<file path="src/bbd_pkg.sv">
`timescale 1ns / 1ps
package bbd_pkg;

  // Width of the internal timestamp state; timestamps are taken modulo 2^TIME_BITS.
  localparam int TIME_BITS = 48;
  localparam int TS_W      = 48;
  localparam int SIZE_W    = 16;
  localparam int CNT_W     = 32;
  localparam int TOT_W     = 48;
  localparam int CPKT_W    = 5;
  localparam int CBYTE_W   = 20;
  localparam int GAP_W     = 48;
  localparam int THR_W     = 4;
  localparam int CFG_W     = 48;
  localparam int SUM_W     = ((TIME_BITS > TOT_W) ? TIME_BITS : TOT_W) + 1;

  // Configuration register indices.
  localparam logic CfgBulkGap = 1'b0;
  localparam logic CfgMinPkts = 1'b1;

  localparam logic [GAP_W-1:0] GapReset = GAP_W'(1000000);
  localparam logic [THR_W-1:0] MinPktsReset = THR_W'(4);
  localparam logic [THR_W-1:0] MinThr = THR_W'(2);

  typedef logic [TIME_BITS-1:0] time_t;

  typedef struct packed {
    logic [GAP_W-1:0] gap;
    logic [THR_W-1:0] min_pkts;
  } bbd_cfg_t;

  // Packed so that count sits in the lowest bits.
  typedef struct packed {
    logic [TOT_W-1:0] dur;
    logic [TOT_W-1:0] bytes;
    logic [CNT_W-1:0] packets;
    logic [CNT_W-1:0] count;
  } bbd_totals_t;

endpackage

</file>
<file path="src/bbd_lane.sv">
`timescale 1ns / 1ps
module bbd_lane (
  input  logic                      clk_i,
  input  logic                      rst_ni,
  input  logic                      step_i,
  input  bbd_pkg::time_t            ts_i,
  input  logic [bbd_pkg::SIZE_W-1:0] size_i,
  input  bbd_pkg::time_t            other_last_i,
  input  bbd_pkg::bbd_cfg_t         cfg_i,
  output bbd_pkg::time_t            last_o,
  output bbd_pkg::bbd_totals_t      totals_o
);
  import bbd_pkg::*;

  time_t              start_q, start_d;
  time_t              last_q, last_d;
  logic [CPKT_W-1:0]  pkts_q, pkts_d;
  logic [CBYTE_W-1:0] bytes_q, bytes_d;
  bbd_totals_t        tot_q, tot_d;

  time_t              start_c;
  time_t              span_last;
  time_t              span_start;
  time_t              span_sel;
  logic [THR_W-1:0]   thr;
  logic               restart;
  logic [CPKT_W:0]    pkts_sum;
  logic [CBYTE_W:0]   bytes_sum;
  logic [CPKT_W-1:0]  pkts_n;
  logic [CBYTE_W-1:0] bytes_n;
  logic [CNT_W:0]     cnt_sum;
  logic [CNT_W:0]     ptot_sum;
  logic [SUM_W-1:0]   btot_sum;
  logic [SUM_W-1:0]   dtot_sum;
  logic               commit;
  logic               extend;

  localparam logic [SUM_W-1:0] TotMax = SUM_W'({TOT_W{1'b1}});
  localparam logic [CNT_W:0]   CntMax = {1'b0, {CNT_W{1'b1}}};

  always_comb begin
    // A later payload packet in the other direction cancels this candidate.
    start_c    = (other_last_i > start_q) ? '0 : start_q;
    span_last  = (ts_i >= last_q) ? (ts_i - last_q) : '0;
    span_start = (ts_i >= start_c) ? (ts_i - start_c) : '0;
    thr        = (cfg_i.min_pkts < MinThr) ? MinThr : cfg_i.min_pkts;
    restart    = (start_c == '0) || (SUM_W'(span_last) > SUM_W'(cfg_i.gap));

    pkts_sum  = {1'b0, pkts_q} + (CPKT_W+1)'(1);
    pkts_n    = pkts_sum[CPKT_W] ? '1 : pkts_sum[CPKT_W-1:0];
    bytes_sum = {1'b0, bytes_q} + (CBYTE_W+1)'(size_i);
    bytes_n   = bytes_sum[CBYTE_W] ? '1 : bytes_sum[CBYTE_W-1:0];

    commit = (pkts_n == CPKT_W'(thr));
    extend = (pkts_n > CPKT_W'(thr));

    span_sel = commit ? span_start : span_last;
    cnt_sum  = {1'b0, tot_q.count} + (CNT_W+1)'(1);
    ptot_sum = {1'b0, tot_q.packets} + (commit ? (CNT_W+1)'(pkts_n) : (CNT_W+1)'(1));
    btot_sum = SUM_W'(tot_q.bytes) + (commit ? SUM_W'(bytes_n) : SUM_W'(size_i));
    dtot_sum = SUM_W'(tot_q.dur) + SUM_W'(span_sel);

    start_d = start_q;
    last_d  = last_q;
    pkts_d  = pkts_q;
    bytes_d = bytes_q;
    tot_d   = tot_q;

    if (step_i) begin
      start_d = start_c;
      if (size_i != '0) begin
        if (restart) begin
          start_d = ts_i;
          last_d  = ts_i;
          pkts_d  = CPKT_W'(1);
          bytes_d = CBYTE_W'(size_i);
        end else begin
          pkts_d  = pkts_n;
          bytes_d = bytes_n;
          last_d  = ts_i;
          if (commit || extend) begin
            if (commit) begin
              tot_d.count = (cnt_sum > CntMax) ? '1 : cnt_sum[CNT_W-1:0];
            end
            tot_d.packets = (ptot_sum > CntMax) ? '1 : ptot_sum[CNT_W-1:0];
            tot_d.bytes   = (btot_sum > TotMax) ? '1 : btot_sum[TOT_W-1:0];
            tot_d.dur     = (dtot_sum > TotMax) ? '1 : dtot_sum[TOT_W-1:0];
          end
        end
      end
    end
  end

  always_ff @(posedge clk_i or negedge rst_ni) begin
    if (!rst_ni) begin
      start_q <= '0;
      last_q  <= '0;
      pkts_q  <= '0;
      bytes_q <= '0;
      tot_q   <= '0;
    end else begin
      start_q <= start_d;
      last_q  <= last_d;
      pkts_q  <= pkts_d;
      bytes_q <= bytes_d;
      tot_q   <= tot_d;
    end
  end

  assign last_o   = last_q;
  assign totals_o = tot_q;

endmodule

</file>
<file path="src/bidirectional_bulk_detector.sv">
`timescale 1ns / 1ps
// An input transaction reaches the master side through the input register, then
// the per-direction state, which is also the result register.
// Throughput: one packet per cycle unless the master side stalls; the state update
// for a packet is finished as it leaves the input register, so the next follows without a bubble.
// Reset clears all candidates and totals and loads the register reset values.
module bidirectional_bulk_detector (
  input  logic                      clk_i,
  input  logic                      rst_ni,
  input  logic                      s_axis_tvalid,
  output logic                      s_axis_tready,
  // timestamp [47:0], payload_length [63:48]
  input  logic [63:0]               s_axis_tdata,
  // is_forward [0]
  input  logic                      s_axis_tuser,
  output logic                      m_axis_tvalid,
  input  logic                      m_axis_tready,
  // fwd_bulk_count, fwd_bulk_packets, fwd_bulk_bytes, fwd_bulk_time,
  // bwd_bulk_count, bwd_bulk_packets, bwd_bulk_bytes, bwd_bulk_time
  output logic [319:0]              m_axis_tdata,
  input  logic                      cfg_we_i,
  input  logic                      cfg_idx_i,
  input  logic [bbd_pkg::CFG_W-1:0] cfg_wdata_i
);
  import bbd_pkg::*;

  bbd_cfg_t          cfg_q;
  logic              in_valid_q;
  logic              in_fwd_q;
  logic [TS_W-1:0]   in_ts_q;
  logic [SIZE_W-1:0] in_size_q;
  logic              out_valid_q, out_valid_d;
  logic              advance;
  time_t             ts_c;
  time_t             fwd_last, bwd_last;
  bbd_totals_t       fwd_tot, bwd_tot;

  assign advance       = in_valid_q && (!out_valid_q || m_axis_tready);
  assign s_axis_tready = !in_valid_q || advance;
  assign ts_c          = TIME_BITS'(in_ts_q);

  always_comb begin
    out_valid_d = out_valid_q;
    if (advance) begin
      out_valid_d = 1'b1;
    end else if (m_axis_tready) begin
      out_valid_d = 1'b0;
    end
  end

  always_ff @(posedge clk_i or negedge rst_ni) begin
    if (!rst_ni) begin
      cfg_q.gap      <= GapReset;
      cfg_q.min_pkts <= MinPktsReset;
    end else if (cfg_we_i) begin
      unique case (cfg_idx_i)
        CfgBulkGap: cfg_q.gap      <= cfg_wdata_i[GAP_W-1:0];
        CfgMinPkts: cfg_q.min_pkts <= cfg_wdata_i[THR_W-1:0];
        default: ;
      endcase
    end
  end

  always_ff @(posedge clk_i or negedge rst_ni) begin
    if (!rst_ni) begin
      in_valid_q  <= 1'b0;
      out_valid_q <= 1'b0;
    end else begin
      out_valid_q <= out_valid_d;
      if (s_axis_tready) begin
        in_valid_q <= s_axis_tvalid;
      end
    end
  end

  always_ff @(posedge clk_i) begin
    if (s_axis_tvalid && s_axis_tready) begin
      in_fwd_q  <= s_axis_tuser;
      in_ts_q   <= s_axis_tdata[TS_W-1:0];
      in_size_q <= s_axis_tdata[TS_W+SIZE_W-1:TS_W];
    end
  end

  bbd_lane u_fwd (
    .clk_i       (clk_i),
    .rst_ni      (rst_ni),
    .step_i      (advance && in_fwd_q),
    .ts_i        (ts_c),
    .size_i      (in_size_q),
    .other_last_i(bwd_last),
    .cfg_i       (cfg_q),
    .last_o      (fwd_last),
    .totals_o    (fwd_tot)
  );

  bbd_lane u_bwd (
    .clk_i       (clk_i),
    .rst_ni      (rst_ni),
    .step_i      (advance && !in_fwd_q),
    .ts_i        (ts_c),
    .size_i      (in_size_q),
    .other_last_i(fwd_last),
    .cfg_i       (cfg_q),
    .last_o      (bwd_last),
    .totals_o    (bwd_tot)
  );

  // The totals registers are only updated when a result is launched, so they
  // serve directly as the result register.
  assign m_axis_tvalid = out_valid_q;
  assign m_axis_tdata  = {bwd_tot, fwd_tot};

`ifndef SYNTHESIS
  a_fwd_count_monotone: assert property (@(posedge clk_i) disable iff (!rst_ni)
    1'b1 |=> (fwd_tot.count >= $past(fwd_tot.count)))
    else $error("forward bulk count decreased");

  a_bwd_count_monotone: assert property (@(posedge clk_i) disable iff (!rst_ni)
    1'b1 |=> (bwd_tot.count >= $past(bwd_tot.count)))
    else $error("backward bulk count decreased");

  a_totals_hold: assert property (@(posedge clk_i) disable iff (!rst_ni)
    !advance |=> ($stable(fwd_tot) && $stable(bwd_tot)))
    else $error("totals changed without a packet being processed");
`endif

endmodule

</file>
<file path="config.mk">
export PLATFORM = sky130hd
export DESIGN_NAME = bidirectional_bulk_detector
export DESIGN_NICKNAME = d
export VERILOG_FILES = /design/src/bbd_pkg.sv /design/src/bbd_lane.sv /design/src/bidirectional_bulk_detector.sv
export SDC_FILE = /design/constraint.sdc
export NUM_CORES = 2
export LEC_CHECK = 0
export BUFFER_PORTS_ARGS = -buffer_cell sky130_fd_sc_hd__buf_2
export CAP_MARGIN = 15
export CORE_ASPECT_RATIO = 1.25
export CORE_MARGIN = 2
export CORE_UTILIZATION = 55
export DETAILED_ROUTE_END_ITERATION = 12
export PLACE_DENSITY = 0.74
export SETUP_SLACK_MARGIN = 0.2
export SYNTH_ARGS = -nofsm -noshare
export SYNTH_HDL_FRONTEND = slang
export SYNTH_SLANG_ARGS = --single-unit
</file>
<file path="constraint.sdc">
create_clock -name clk_i -period 21.4 [get_ports clk_i]
set_input_delay 6.42 -clock clk_i [delete_from_list [all_inputs] [get_ports clk_i]]
set_output_delay 6.42 -clock clk_i [all_outputs]
set_load 0.05 [all_outputs]
</file>
==> results_dict.tcl <==
set metrics [dict create \
    grt_overflow 0 \
    wire_per_inst_um 22.46 \
    area_delta_synth_final_pct 11.13 \
    fin_util_pct 61.64 \
    clock_latency_ns 0.68 \
    clockBufferDepth 3 \
    die_y_um 354.6 \
    vias 51300 \
    finalCriticalPeriod_ns 13.35 \
    setup_viol 0 \
    p_comb_share_pct 65.6 \
    end_kind "output port" \
    min_path_type "register to register" \
    totalPowerFinal_mw 9.733 \
    firstDrtPassIters 7 \
    cp_max_fo 3 \
    fin_setup_tns_ns 0 \
    io_buffers 440 \
    netlist_area_mm2 0.05410 \
    multiInputGateArea_mm2 0.03434 \
    relSlewSlack_pct 20.68 \
    power_frac_clock_pct 14.1 \
    crit_chain "buf_2 -> nand3b_1 -> buf_2" \
    fmax_mhz 74.91 \
    antenna_found_initial 24 \
    synth-edff-count 65 \
    power_density_mw_per_mm2 161.9 \
    rows 128 \
    drcViolationCount 0 \
    hold_viol 0 \
    drt_iter0_markers 4452 \
    tightest_slew_ns 1.187 \
    grt_start_max_net_pins 97 \
    fillers 8751 \
    maxCapViolCount 0 \
    seq_area_frac_synth_pct 32.12 \
    synth_seq_cells 681 \
    initial_core_util_pct 55.47 \
    net-switching-power_mw 4.970 \
    grt_pass1_vias 48820 \
    cp_top_family "buffers and inverters" \
    rsz0062_at_grt "no" \
    power.leakage_nw 28.12 \
    crit_path_max_incr_delay_ns 0.23 \
    post_cts_buffers 0 \
    slew_violations 0 \
    cpMostUsedCell "buf_2" \
    worst-path-buf-inv 2 \
    dieArea_mm2 0.1009 \
    fin_skew_ns 0.03221 \
    wirelength_mm 182.8 \
    crit_slowest_cell "buf_2" \
    drive_above_1_share_pct 11.03 \
    routed.top_layer "met5" \
    seqCellArea_mm2 0.01738 \
    yosys_warnings 0 \
    period_share_pct 62.38 \
    via_per_inst 6.306 \
    clockRootBuffer "clkbuf_16" \
    met3_length_mm 12.04 \
    path_clk_slew_ns 0.06 \
    clkSinkCount 681 \
    core-area_mm2 0.09753 \
    yosys.cell_types.count 89 \
    status "complete, no violations" \
    swShare_pct 51.06 \
    dr_wl_met2_mm 86.39 \
    place.gp.congestion 0.9957 \
    drt.antenna.violating_nets 0 \
    syn_area_per_cell_um2 8.410 \
    ctsResizeCount 0 \
    final_nets 7473 \
    cp_data_required_time_ns 14.98 \
    grt_usage_pct 35.10 \
    met1_length_mm 69.67 \
    hold_buffers 0 \
    cts_buffers 78 \
    ir_worst_vdd_uv 136.1 \
    synthArstFlopShare_pct 90.46 \
    crit_type "input pin to output port" \
    synth_flop_cell "dfrtp_1" \
    cts_tree "built" \
    ios 441 \
    internal_power_mw 4.764 \
    startpoint_type "input pin" \
    place_hpwl_mm 140.2 \
    cp.arrival_ns 6.93 \
    grt_pass1_wl_mm 277.6 \
    synthCells 6433 \
    htreeDepth 3 \
    sequentialPowerShare_pct 20.3 \
    die_w_um 284.5 \
]
worst min-delay path, cell delays in order (launching register included):
cell	delay, ns
dfrtp_1	0.34
nand2_1	0.05
nand2_1	0.05
layer usage:
metal | track usage (%) | up-vias
met3 | 5.893 | 664
met5 | 0 | -
met1 | 41.15 | 24370
met2 | 58.77 | 1963
li1 | - | 24280
met4 | 24.33 | 24
power groups by stage:
stage | registers, mW | logic [mW] | clock network [mW]
6_report | 1.98 | 6.38 | 1.37
5_1_grt | 2.01 | 6.99 | 1.44
4_1_cts | 1.97 | 6.30 | 1.39
3_5_place_dp | 1.99 | 6.24 | 0
3_3_place_gp | 1.98 | 6.16 | 0
2_1_floorplan | 2.40 | 4.28 | 0
stage by stage:
| step | setup WS (ns) | hold WS, ns | cell area [um2] | instances |
|---|---|---|---|---|
| global placement | 8.060 | 0.4536 | 57550 | 7982 |
| finish | 8.051 | 0.4716 | 60120 | 8136 |
| floorplan | 8.077 | 0.4428 | 54100 | 6434 |
| CTS | 8.049 | 0.4730 | 60100 | 8125 |
| global route | 7.992 | 0.4885 | 60120 | 8136 |
| detailed placement | 8.053 | 0.4608 | 57550 | 7982 |
logic make-up after synthesis:
logic type,Yosys count,share of synthesized area [%]
other cells,1,0.006932
fa+ha+maj,592,13.86
buf+inv,646,4.563
xor+xnor,354,5.731
mux,44,0.8927
compound gates,2096,25.18
flops,681,32.12
simple gates,2019,17.65
cell usage after synthesis (11+ instances only):
master     instances  area (um2)
a22o_1           113       989.7
or2_2             25       156.4
mux2_2            34       382.9
o211ai_1          45       337.8
inv_1            374        1404
o21a_1            55       412.9
and2_1            46       287.8
nand2_1          625        2346
and4_1            27       236.5
o22a_1            66       578.1
and3_1            93       581.8
o22ai_1           64       400.4
a211oi_1          42       315.3
ha_1             580        7257
nor2b_1           65       406.6
nand3_1          185       925.9
nor3b_1           13       97.59
dfrtp_1          608       15210
nand3b_1          12       90.09
a21boi_0          15       112.6
edfxtp_1          65        1952
o31ai_1           33       247.7
a221oi_1          15       131.4
a21o_1           246        1847
o21bai_1          55       412.9
clkbuf_1         226       848.3
nor4_1            64       400.4
xnor2_1          200        1752
fa_1              12       240.2
nand4_1          131       819.5
o2bb2ai_1         11       96.34
nand2b_1          62       387.9
xor2_1           154        1349
a211o_1           15       131.4
nor3_1            84       420.4
a21oi_1          536        2683
nor2_1           545        2046
a41oi_1           24       210.2
or3_1             12       75.07
o21ai_0          420        2102
a31oi_1          201        1257
a221o_1           13       130.1
a31o_2            14       122.6
a311oi_1          16       140.1
buf_1             32       120.1
state kept, by name, summed over array words and instances (netlist names), 5 cells and up:
| signal | flops |
|---|---|
| u_fwd.bytes_q | 20 |
| u_bwd.bytes_q | 20 |
| u_fwd.pkts_q | 5 |
| u_bwd.totals_o | 160 |
| u_bwd.start_q | 48 |
| u_bwd.pkts_q | 5 |
| u_fwd.start_q | 48 |
| u_bwd.last_o | 48 |
| u_fwd.last_o | 48 |
| in_ts_q | 48 |
| in_size_q | 16 |
| u_fwd.totals_o | 160 |
| cfg_q | 52 |
placed cells by master, fill, tap and decap left out, types with 55 or more instances in the layout:
master	n
edfxtp_1	65
xor2_1	154
o21ai_0	420
nor4_1	64
o21bai_1	55
buf_4	79
and3_1	91
a21o_1	246
a21oi_1	535
nor2b_1	64
inv_1	374
clkbuf_16	80
nand3_1	185
o22ai_1	64
nor3_1	83
ha_1	580
a22o_1	113
nor2_1	541
xnor2_1	200
o21a_1	55
o22a_1	66
nand4_1	131
dfrtp_1	608
a31oi_1	201
nand2b_1	62
nand2_1	625
buf_2	439
path summary, 6_finish.rpt:
check                      slack [ns]                              end  cells after the start                          start
min reg2reg                      0.47     u_bwd.bytes_q[6]$_DFFE_PN0P_                      2   u_bwd.bytes_q[6]$_DFFE_PN0P_
max in group asynchronous       13.30    u_fwd.bytes_q[14]$_DFFE_PN0P_                      3                         rst_ni
min                              0.47     u_bwd.bytes_q[6]$_DFFE_PN0P_                      2   u_bwd.bytes_q[6]$_DFFE_PN0P_
max                              8.05                    s_axis_tready                      3                  m_axis_tready
max reg2reg                      8.89  u_fwd.totals_o[157]$_DFFE_PN0P_                     37  u_fwd.start_q[33]$_DFFE_PN0P_
min in group asynchronous        5.73   u_bwd.totals_o[14]$_DFFE_PN0P_                      1                         rst_ni
final cells by class:
| cell class | instances | area share, % |
|---|---|---|
| multi-input combinational | 5107 | 57.11 |
| clock buffer | 110 | 3.684 |
| sequential | 681 | 28.90 |
| inverter | 375 | 2.341 |
| timing repair buffer | 519 | 4.666 |
| antenna | 11 | 0.04578 |
| clock inverter | 33 | 0.5432 |
| tap | 1300 | 2.705 |
(Power assumes the default switching activity.)
